==> src/design/smbus_slave_write_receiver_assert.svh <==
// assertion macros shared by the receiver rtl
// depends on clk_i and rst_ni being visible in the including module
`ifndef SMBUS_SLAVE_WRITE_RECEIVER_ASSERT_SVH
`define SMBUS_SLAVE_WRITE_RECEIVER_ASSERT_SVH

`ifndef SYNTHESIS
`define SMBWR_ASSERT(label, prop, msg) \
  label: assert property (@(posedge clk_i) disable iff (!rst_ni) prop) else $error(msg);
`define SMBWR_NEVER(label, expr, msg) \
  label: assert property (@(posedge clk_i) disable iff (!rst_ni) !(expr)) else $error(msg);
`else
`define SMBWR_ASSERT(label, prop, msg)
`define SMBWR_NEVER(label, expr, msg)
`endif

`endif

==> src/design/smbwr_pkg.sv <==
// types and constants for the smbus slave write receiver
// no dependencies
package smbwr_pkg;

  typedef enum logic [1:0] {
    MODE_START = 2'd0,
    MODE_SHIFT = 2'd1,
    MODE_READ  = 2'd2
  } mode_e;

  typedef enum logic [2:0] {
    PH_CHECK_ADDR = 3'd0,
    PH_PREP_CMD   = 3'd1,
    PH_READ_CMD   = 3'd2,
    PH_PREP_DATA  = 3'd3,
    PH_READ_DATA  = 3'd4,
    PH_DONE       = 3'd5
  } phase_e;

  typedef enum logic [2:0] {
    ACT_NONE    = 3'd0,
    ACT_ACK     = 3'd1,
    ACT_NACK    = 3'd2,
    ACT_RECEIVE = 3'd3,
    ACT_STOP    = 3'd4
  } action_e;

  localparam int unsigned AddrW = 7;
  localparam int unsigned ByteW = 8;
  localparam int unsigned CfgIdxW = 1;

  localparam logic [CfgIdxW-1:0] CFG_OWN_ADDR = 1'b0;
  localparam logic [CfgIdxW-1:0] CFG_CMD_CODE = 1'b1;

  localparam logic [AddrW-1:0] OWN_ADDR_RST = 7'h00;
  localparam logic [ByteW-1:0] CMD_CODE_RST = 8'h10;
  localparam logic [1:0]       DATA_BYTES   = 2'd2;

  typedef struct packed {
    logic [1:0]       mode;
    logic [ByteW-1:0] rx_byte;
    logic             sda_low;
  } event_t;

  typedef struct packed {
    action_e          action;
    logic             message_valid;
    logic [ByteW-1:0] message_address;
    logic [ByteW-1:0] message_code;
  } result_t;

endpackage

==> src/design/smbwr_if.sv <==
// valid/ready channel interfaces for event and result beats
// depends on smbwr_pkg
interface smbwr_in_if;
  import smbwr_pkg::*;
  logic             valid;
  logic             ready;
  logic [1:0]       mode;
  logic [ByteW-1:0] rx_byte;
  logic             sda_low;

  modport source (output valid, mode, rx_byte, sda_low, input ready);
  modport sink   (input valid, mode, rx_byte, sda_low, output ready);
endinterface

interface smbwr_out_if;
  import smbwr_pkg::*;
  logic             valid;
  logic             ready;
  logic [2:0]       action;
  logic             message_valid;
  logic [ByteW-1:0] message_address;
  logic [ByteW-1:0] message_code;

  modport source (output valid, action, message_valid, message_address, message_code,
                  input ready);
  modport sink   (input valid, action, message_valid, message_address, message_code,
                  output ready);
endinterface

==> src/design/smbwr_core.sv <==
// protocol state and per-event decision logic of the receiver
// depends on smbwr_pkg
module smbwr_core (
  input  logic                       clk_i,
  input  logic                       rst_ni,
  input  logic                       evt_accept_i,
  input  smbwr_pkg::event_t          evt_i,
  input  logic [smbwr_pkg::AddrW-1:0] own_addr_i,
  input  logic [smbwr_pkg::ByteW-1:0] cmd_code_i,
  output smbwr_pkg::result_t         res_o
);
  import smbwr_pkg::*;

  phase_e      phase_q, phase_d;
  logic [15:0] data_word_q, data_word_d;
  logic [1:0]  byte_count_q, byte_count_d;
  logic        msg_ready_q, msg_ready_d;
  logic [1:0]  count_inc;

  assign count_inc = byte_count_q + 2'd1;

  always_comb begin
    phase_d      = phase_q;
    data_word_d  = data_word_q;
    byte_count_d = byte_count_q;
    msg_ready_d  = msg_ready_q;
    res_o        = '0;
    res_o.action = ACT_NONE;
    unique case (mode_e'(evt_i.mode))
      MODE_START: begin
        if (evt_i.sda_low) begin
          phase_d      = PH_CHECK_ADDR;
          byte_count_d = 2'd0;
          res_o.action = ACT_RECEIVE;
        end
      end
      MODE_SHIFT: begin
        unique case (phase_q)
          PH_CHECK_ADDR: begin
            if (evt_i.rx_byte[ByteW-1:1] == own_addr_i) begin
              res_o.action = ACT_ACK;
              phase_d      = PH_PREP_CMD;
            end else begin
              res_o.action = ACT_STOP;
              phase_d      = PH_DONE;
            end
          end
          PH_PREP_CMD: begin
            res_o.action = ACT_RECEIVE;
            phase_d      = PH_READ_CMD;
          end
          PH_READ_CMD: begin
            if (!msg_ready_q && evt_i.rx_byte == cmd_code_i) begin
              res_o.action = ACT_ACK;
              phase_d      = PH_PREP_DATA;
            end else begin
              res_o.action = ACT_NACK;
              phase_d      = PH_DONE;
            end
          end
          PH_PREP_DATA: begin
            res_o.action = ACT_RECEIVE;
            phase_d      = PH_READ_DATA;
          end
          PH_READ_DATA: begin
            data_word_d  = {evt_i.rx_byte, data_word_q[15:8]};
            byte_count_d = count_inc;
            res_o.action = ACT_ACK;
            if (count_inc == DATA_BYTES) begin
              msg_ready_d = 1'b1;
              phase_d     = PH_DONE;
            end else begin
              phase_d     = PH_PREP_DATA;
            end
          end
          default: res_o.action = ACT_STOP;
        endcase
      end
      MODE_READ: begin
        if (msg_ready_q) begin
          res_o.message_valid   = 1'b1;
          res_o.message_address = data_word_q[15:8];
          res_o.message_code    = data_word_q[7:0];
        end
        msg_ready_d = 1'b0;
      end
      default: res_o.action = ACT_NONE;
    endcase
  end

  always_ff @(posedge clk_i or negedge rst_ni) begin
    if (!rst_ni) begin
      phase_q      <= PH_DONE;
      data_word_q  <= '0;
      byte_count_q <= '0;
      msg_ready_q  <= 1'b0;
    end else if (evt_accept_i) begin
      phase_q      <= phase_d;
      data_word_q  <= data_word_d;
      byte_count_q <= byte_count_d;
      msg_ready_q  <= msg_ready_d;
    end
  end

endmodule

==> src/design/smbus_slave_write_receiver.sv <==
// channel   | dir | beat contents
// in_i      | in  | mode, rx_byte, sda_low
// out_o     | out | action, message_valid, message_address, message_code
// cfg       | in  | cfg_we_i, cfg_idx_i (0 own address, 1 command code), cfg_data_i
// one event beat per cycle; its result is in the output register the next cycle
// the output register decouples the sides: a new beat enters while a result is taken
// in_i.ready drops only while a result waits and out_o.ready is low
// reset (async, active low) leaves phase done, no message pending, registers at defaults
// depends on smbwr_pkg, smbwr_if, smbwr_core and the assertion macro header
`include "smbus_slave_write_receiver_assert.svh"

module smbus_slave_write_receiver (
  input  logic                          clk_i,
  input  logic                          rst_ni,
  smbwr_in_if.sink                      in_i,
  smbwr_out_if.source                   out_o,
  input  logic                          cfg_we_i,
  input  logic [smbwr_pkg::CfgIdxW-1:0] cfg_idx_i,
  input  logic [smbwr_pkg::ByteW-1:0]   cfg_data_i
);
  import smbwr_pkg::*;

  logic [AddrW-1:0] own_addr_q;
  logic [ByteW-1:0] cmd_code_q;
  logic             out_valid_q;
  result_t          out_res_q;
  result_t          res;
  event_t           evt;
  logic             in_ready;
  logic             in_accept;

  assign in_ready  = !out_valid_q || out_o.ready;
  assign in_accept = in_i.valid && in_ready;
  assign in_i.ready = in_ready;

  assign evt.mode    = in_i.mode;
  assign evt.rx_byte = in_i.rx_byte;
  assign evt.sda_low = in_i.sda_low;

  always_ff @(posedge clk_i or negedge rst_ni) begin
    if (!rst_ni) begin
      own_addr_q <= OWN_ADDR_RST;
      cmd_code_q <= CMD_CODE_RST;
    end else if (cfg_we_i) begin
      unique case (cfg_idx_i)
        CFG_OWN_ADDR: own_addr_q <= cfg_data_i[AddrW-1:0];
        CFG_CMD_CODE: cmd_code_q <= cfg_data_i;
        default: ;
      endcase
    end
  end

  smbwr_core u_core (
    .clk_i        (clk_i),
    .rst_ni       (rst_ni),
    .evt_accept_i (in_accept),
    .evt_i        (evt),
    .own_addr_i   (own_addr_q),
    .cmd_code_i   (cmd_code_q),
    .res_o        (res)
  );

  always_ff @(posedge clk_i or negedge rst_ni) begin
    if (!rst_ni) begin
      out_valid_q <= 1'b0;
    end else if (in_accept) begin
      out_valid_q <= 1'b1;
    end else if (out_o.ready) begin
      out_valid_q <= 1'b0;
    end
  end

  always_ff @(posedge clk_i) begin
    if (in_accept) begin
      out_res_q <= res;
    end
  end

  assign out_o.valid           = out_valid_q;
  assign out_o.action          = out_res_q.action;
  assign out_o.message_valid   = out_res_q.message_valid;
  assign out_o.message_address = out_res_q.message_address;
  assign out_o.message_code    = out_res_q.message_code;

  // accepted event always yields a result beat next cycle
  `SMBWR_ASSERT(a_accept_gives_result, in_accept |=> out_valid_q, "event beat lost")
  // a waiting result is never overwritten
  `SMBWR_NEVER(a_no_overwrite, in_accept && out_valid_q && !out_o.ready, "result overwritten")
  // a delivered message carries no action, as it only comes from a read request
  `SMBWR_ASSERT(a_msg_no_action,
                out_valid_q && out_res_q.message_valid |-> out_res_q.action == ACT_NONE,
                "message with action")

endmodule

==> src/flat_wrapper.sv <==
// flat-port wrapper written by rule: the top's interface ports become plain ports
module smbus_slave_write_receiver_flat import smbwr_pkg::*;
  (clk_i, rst_ni, cfg_we_i, cfg_idx_i, cfg_data_i, in_i_valid, in_i_mode, in_i_rx_byte, in_i_sda_low, in_i_ready, out_o_valid, out_o_action, out_o_message_valid, out_o_message_address, out_o_message_code, out_o_ready);
  smbwr_in_if in_i_i ();
  smbwr_out_if out_o_i ();
  input  logic clk_i;
  input  logic rst_ni;
  input  logic cfg_we_i;
  input  logic [smbwr_pkg::CfgIdxW-1:0] cfg_idx_i;
  input  logic [smbwr_pkg::ByteW-1:0] cfg_data_i;
  input wire logic [$bits(in_i_i.valid)-1:0] in_i_valid;
  input wire logic [$bits(in_i_i.mode)-1:0] in_i_mode;
  input wire logic [$bits(in_i_i.rx_byte)-1:0] in_i_rx_byte;
  input wire logic [$bits(in_i_i.sda_low)-1:0] in_i_sda_low;
  output wire logic [$bits(in_i_i.ready)-1:0] in_i_ready;
  output wire logic [$bits(out_o_i.valid)-1:0] out_o_valid;
  output wire logic [$bits(out_o_i.action)-1:0] out_o_action;
  output wire logic [$bits(out_o_i.message_valid)-1:0] out_o_message_valid;
  output wire logic [$bits(out_o_i.message_address)-1:0] out_o_message_address;
  output wire logic [$bits(out_o_i.message_code)-1:0] out_o_message_code;
  input wire logic [$bits(out_o_i.ready)-1:0] out_o_ready;
  assign in_i_i.valid = in_i_valid;
  assign in_i_i.mode = in_i_mode;
  assign in_i_i.rx_byte = in_i_rx_byte;
  assign in_i_i.sda_low = in_i_sda_low;
  assign in_i_ready = in_i_i.ready;
  assign out_o_valid = out_o_i.valid;
  assign out_o_action = out_o_i.action;
  assign out_o_message_valid = out_o_i.message_valid;
  assign out_o_message_address = out_o_i.message_address;
  assign out_o_message_code = out_o_i.message_code;
  assign out_o_i.ready = out_o_ready;
  smbus_slave_write_receiver u_core (.clk_i(clk_i), .rst_ni(rst_ni), .in_i(in_i_i), .out_o(out_o_i), .cfg_we_i(cfg_we_i), .cfg_idx_i(cfg_idx_i), .cfg_data_i(cfg_data_i));
endmodule
==> config.mk <==
export PLATFORM = sky130hd
export DESIGN_NAME = smbus_slave_write_receiver_flat
export DESIGN_NICKNAME = d
export VERILOG_FILES = /design/src/design/smbwr_pkg.sv /design/src/design/smbwr_if.sv /design/src/design/smbwr_core.sv /design/src/design/smbus_slave_write_receiver.sv /design/src/flat_wrapper.sv
export VERILOG_INCLUDE_DIRS = /design/src /design/src/design
export SDC_FILE = /design/constraint.sdc
export NUM_CORES = 1
export LEC_CHECK = 0
export ABC_AREA = 1
export BUFFER_PORTS_ARGS = -buffer_cell sky130_fd_sc_hd__buf_4
export CAP_MARGIN = 0
export CORE_ASPECT_RATIO = 1.25
export CORE_MARGIN = 2
export CORE_UTILIZATION = 55
export DETAILED_ROUTE_END_ITERATION = 8
export GPL_TIMING_DRIVEN = 0
export PLACE_DENSITY = 0.84
export SETUP_SLACK_MARGIN = 0.15
export SYNTH_ARGS = -nofsm -noshare
export SYNTH_HDL_FRONTEND = slang
export SYNTH_SLANG_ARGS = --single-unit
==> constraint.sdc <==
create_clock -name clk_i -period 1.9 [get_ports clk_i]
set_input_delay 0.095 -clock clk_i [delete_from_list [all_inputs] [get_ports clk_i]]
set_output_delay 0.095 -clock clk_i [all_outputs]
set_load 0.1 [all_outputs]
### After elaboration in Yosys (flattened, before gate mapping)

Index checks and enable logic that the tools add are counted.

* add/subtract/negate cells: 1
* eq/ne operators: 13
* mux-type cells: 20
* bitwise logic cells: 1
* reduce and logical (&&, ||, !) cells: 18

Operator list (number)
* $mux 17: 1
* $mux 3: 5
* $pmux 3 s5: 1
* $pmux 3 s2: 2
* $pmux 3 s4: 1
* $reduce_and 4->1: 3
* $eq 8x8->1: 1
* $mux 2: 4
* $eq 7x7->1: 1
* $eq 3x2->1 const B: 2
* $ne 2x2->1 const B: 3
* $ne 6x2->1 const B: 1
* $reduce_and 2->1: 3
* $reduce_bool 2->1: 3
* $eq 2x2->1 const B: 2
* $mux 1: 4
* $pmux 2 s2: 1
* $eq 3x1->1 const B: 1
* $eq 3x3->1 const B: 1
* $logic_not 3->1: 1
* $reduce_and 3->1: 1
* $add 2x1->2 const B: 1
* $eq 2x1->1 const B: 1
* $logic_and 1x1->1: 2
* other kinds (6): 7

* bits in registers: 58
* input port bits: 25
* output and inout port bits: 22
* word-level logic and storage cells: 64

### Longest topological paths before layout

* depth after elaboration: 5
* gate-level depth with buffers: 11
* gate-level depth less buffers: 11

### Cells and area by module

From an unflattened synthesis, not the netlist that was laid out.

* cells, all modules: 309
* area total of the unflattened synthesis: 2763.9 um2

Modules (own cells, without submodules)
* smbwr_core: instances 1, cells each 217, area each 1487.7 um2
* smbus_slave_write_receiver: instances 1, cells each 92, area each 1276.2 um2

### Worst setup path before layout

OpenSTA, ideal clock, no wires.

* kind: register -> register
* start: register u_core.out_valid_q (netlist: u_core.out_o.valid)
* end: register u_core.out_res_q (netlist bit u_core.out_o.action[0]) (enable)
* setup time: 0.342 ns
* data arrival time: 2.453 ns
* data required time: 1.558 ns
* setup slack: -0.896 ns
* cell stages (with the launch flop): 4
* period minus slack after synthesis: 2.796 ns
* path through: dfrtp_1 > nand2_1 > nand2_2 > inv_1

* longest elaborated chain between the ends: 3

RTL lines
* start: declaration: RTL line smbus_slave_write_receiver.sv:25 `logic out_valid_q;`
* start signal: assignment: RTL line smbus_slave_write_receiver.sv:65 `out_valid_q <= 1'b0;`
* start signal: assignment: RTL line smbus_slave_write_receiver.sv:67 `out_valid_q <= 1'b1;`
* start signal: assignment: RTL line smbus_slave_write_receiver.sv:69 `out_valid_q <= 1'b0;`
* $logic_not 1->1: RTL line smbus_slave_write_receiver.sv:32 `assign in_ready = !out_valid_q || out_o.ready;`
* $logic_or 1x1->1: RTL line smbus_slave_write_receiver.sv:32
* via in_i_ready: RTL line flat_wrapper.sv:15 `output wire logic [$bits(in_i_i.ready)-1:0] in_i_ready;`
* $logic_and 1x1->1: RTL line smbus_slave_write_receiver.sv:33 `assign in_accept = in_i.valid && in_ready;`
* via u_core.in_accept: RTL line smbus_slave_write_receiver.sv:30 `logic in_accept;`
* end signal: assignment: RTL line smbus_slave_write_receiver.sv:75 `out_res_q <= res;`
* end: declaration: RTL line smbus_slave_write_receiver.sv:26 `result_t out_res_q;`

The timed path passes the listed nets, and every way through them passes these cells.
A chain may end at the register's enable or synchronous reset.

### Worst setup path after layout

* start: register u_core.out_valid_q (netlist: u_core.out_o.valid)
* end: register u_core.u_core.msg_ready_q

* longest elaborated chain between the ends: 4

RTL lines
* $logic_not 1->1: RTL line smbus_slave_write_receiver.sv:32
* $logic_or 1x1->1: RTL line smbus_slave_write_receiver.sv:32
* $logic_and 1x1->1: RTL line smbus_slave_write_receiver.sv:33
* via u_core.in_accept: RTL line smbus_slave_write_receiver.sv:30
* $reduce_and 4->1 (no line)
* end signal: assignment: RTL line smbwr_core.sv:101 `msg_ready_q <= msg_ready_d;`
* end: declaration: RTL line smbwr_core.sv:17 `logic msg_ready_q, msg_ready_d;`

The timed path passes the listed nets, and every way through them passes these cells.

==> results by group <==
Power
  • Comb pwr share: 27.1%
  • Pwr dens: 1200 nW/um2
  • Clock Power Share: 29.8%
  • Worst vdd ir: 771 uV
  • Sw power: 1.41 mW
  • Pleak: 1.68 nW
  • Sequential Power Share: 43.2%
  • P_int: 2.68 mW
  • Sw Ratio: 34.4%

STA
  • Final period utilization: 78.4%
  • Unrepaired setup endpoints after global routing: no
  • Final Max Slew Viols: 0
  • F_max: 672 MHz
  • Setup-failing EPs final: 0
  • Worst slew margin: 68.6%
  • Worst hold slack: 23.2 ps
  • Setup_tns: 0 ps
  • Min Tclk post-route: 1490 ps
  • Slew @ Worst Pin: 471 ps
  • Post-Route Skew: 7.16 ps
  • Hold Fails Final Rpt: 0

Global route
  • GR Util met2: 32.6%
  • Total grt overflow: 0
  • Largest net degree at the start of global routing: 39
  • Met1 Use GR: 23.6%
  • Most Used Layer, Global Route: met2
  • Vias in the first global route: 1925
  • GRT Total Usage: 20.2%
  • Global-route wire length before repair: 8290 um
  • Grt met3 use: 5.69%
  • Initial antenna violation count: 0

Clock tree
  • Cts bufs inserted: 9
  • Clock transition at the registers of the reported paths: 60 ps
  • CTS tree: done
  • H-tree depth: 3
  • Worst skew pair latency: 340 ps
  • Root buffer cell: clkbuf_8
  • CTS-repair resized insts: 0
  • Max clock buf depth: 2
  • Sinks on Clock Net: 58

Synthesis
  • Avg Inst Size Synth: 9.26 um2
  • Mapped cell area: 2730 um2
  • Synth cell types: 25
  • Asr flop ratio synth: 65.5%
  • Post-synth top area share: 32.1%
  • Largest cells by area after synthesis: dfrtp_1 32%, edfxtp_1 22%, nand2_1 11%, inv_1 6.5%, o21ai_2 5.1%
  • Syn nets: 321
  • Ys flop type: dfrtp_1
  • Synth area leader: dfrtp_1
  • Synth warn: 0
  • Sequential cell area fraction in the yosys report: 56.9%
  • Most instantiated library cell after synthesis: nand2_1
  • Register bit count reported by yosys: 58
  • EDFF count, synth: 20
  • Mapped Cells: 295
  • Post-synth top cells: 77 x nand2_1, 47 x inv_1, 35 x dfrtp_1

Floorplan
  • Die width: 67.0 um
  • Initial Util: 57.4%
  • Die ar.: 5550 um2
  • IO Pins: 47
  • Die Height: 82.8 um
  • Core Region: 4760 um2
  • # rows: 28

Drt
  • Routed via count: 2025
  • DRC viols: 0
  • Via density: 4.83
  • Routed Antenna Nets: 0
  • Final Routed Wirelength: 4920 um
  • Initial drt markers: 144
  • DR WL/cell: 11.7 um
  • DR pass1 iterations: 4

Worst hold path
  • Hold crit path type: in2reg

Setup path
  • Kind of end point of the critical path: flip-flop
  • CP startpoint kind: flip-flop
  • Critical Path AT: 1710 ps
  • Crit-path max FO: 21
  • WP data required: 2120 ps
  • Critical path type: reg2reg

Layout
  • Layout cells sized above 1: 28.4%
  • Final nets: 380
  • N_diodes: 0
  • Synth-to-layout area growth: 24.7%

Place
  • Buffers on Ports: 46
  • DP Wirelength: 3690 um
  • Gpl congestion: 0.805

Flow run
  • Max-cap viol count: 0

Outcome
  • Status: finished, final reports clean
[metrics by stage]
stage | util [%] | instances | worst slack (ps) | power [mW] | area, um2
after floorplan | - | 295 | 191 | 2.63 | 2760
after global placement | 66.7 | 401 | 446 | 2.83 | 3180
after detailed placement | 66.7 | 401 | 397 | 2.88 | 3180
after CTS | 71.5 | 419 | 382 | 4.10 | 3410
after global routing | 71.5 | 419 | 310 | 4.31 | 3410
final | 71.5 | 419 | 411 | 4.08 | 3410
[worst paths after layout]
kind	from	to	slack, ps	depth (start not counted)
worst min register to register	u_core.u_core.data_word_q[9]	u_core.u_core.data_word_q[9]	490	2
max in group asynchronous	rst_ni	u_core.out_o.valid	1280	2
worst max register to register	u_core.out_o.valid	u_core.u_core.msg_ready_q	410	5
worst min-delay path	cfg_data_i[4]	u_core.cmd_code_q[4]	20	3
worst max-delay path	u_core.out_o.valid	u_core.u_core.msg_ready_q	410	5
min in group asynchronous	rst_ni	u_core.own_addr_q[0]	250	2
[power by group through the flow]
stage	Sequential (mW)	Combinational (mW)	Clock, mW
after floorplan	1.96	0.666	0
after global placement	1.76	1.07	0
after detailed placement	1.78	1.10	0
after CTS	1.76	1.11	1.23
after global routing	1.79	1.23	1.28
final	1.76	1.10	1.22
[cell type report]
class	instances	area (um2)
multi-input combinational	179	952
buffer	6	46.3
clock buffer	10	128
timing repair buffer	48	365
clock inverter	6	82.6
fill	376	1360
inverter	52	199
sequential	58	1560
tap	60	75.1
[cell usage in the layout, fill, tap and decap left out, types with 3 or more instances in the layout]
master / instances
inv_2: 5
inv_1: 46
xor2_1: 4
nand2_2: 4
clkbuf_1: 3
xnor2_1: 5
nand3_1: 8
nand2_1: 76
o21ai_2: 16
o21ai_0: 17
buf_6: 3
edfxtp_1: 20
clkbuf_8: 9
dfstp_2: 3
nor2_1: 34
a21oi_1: 3
dfrtp_1: 34
buf_4: 46
[routing by layer]
layer	wire [um]	vias up
met5	0	-
met4	136	0
met3	263	14
met2	2500	59
met1	2020	913
li1	-	1039
[worst max-delay path: stages (launching register included)]
cell	delay (ps)
dfrtp_4	510
nand2_8	80
nand2_2	120
clkinvlp_4	340
nand2_1	90
a32o_1	220
[cell families after synthesis]
| group | count (synthesis) | share of synthesized area (%) |
|---|---|---|
| AO/OA/AOI/OAI | 41 | 10.6 |
| buffers and inverters | 58 | 8.84 |
| AND/OR/NAND/NOR | 128 | 20.3 |
| XOR/XNOR | 9 | 2.88 |
| adder cells (fa/ha/maj) | 1 | 0.458 |
| flip-flops | 58 | 56.9 |
[sequential cells by signal, indices dropped and copies added, names as in the netlist, 2 cells and up]
signal	flops
u_core.out_o.message_code	8
u_core.u_core.data_word_q	16
u_core.u_core.byte_count_q	2
u_core.out_o.action	3
u_core.cmd_code_q	8
u_core.u_core.phase_q	3
u_core.out_o.message_address	8
u_core.own_addr_q	7
[what timing repair did]
action | CTS | global route
buffers inserted | 0 | 0
hold endpoints to repair | 36 | 0
hold buffers | 2 | 0
(Power assumes the default switching activity.)
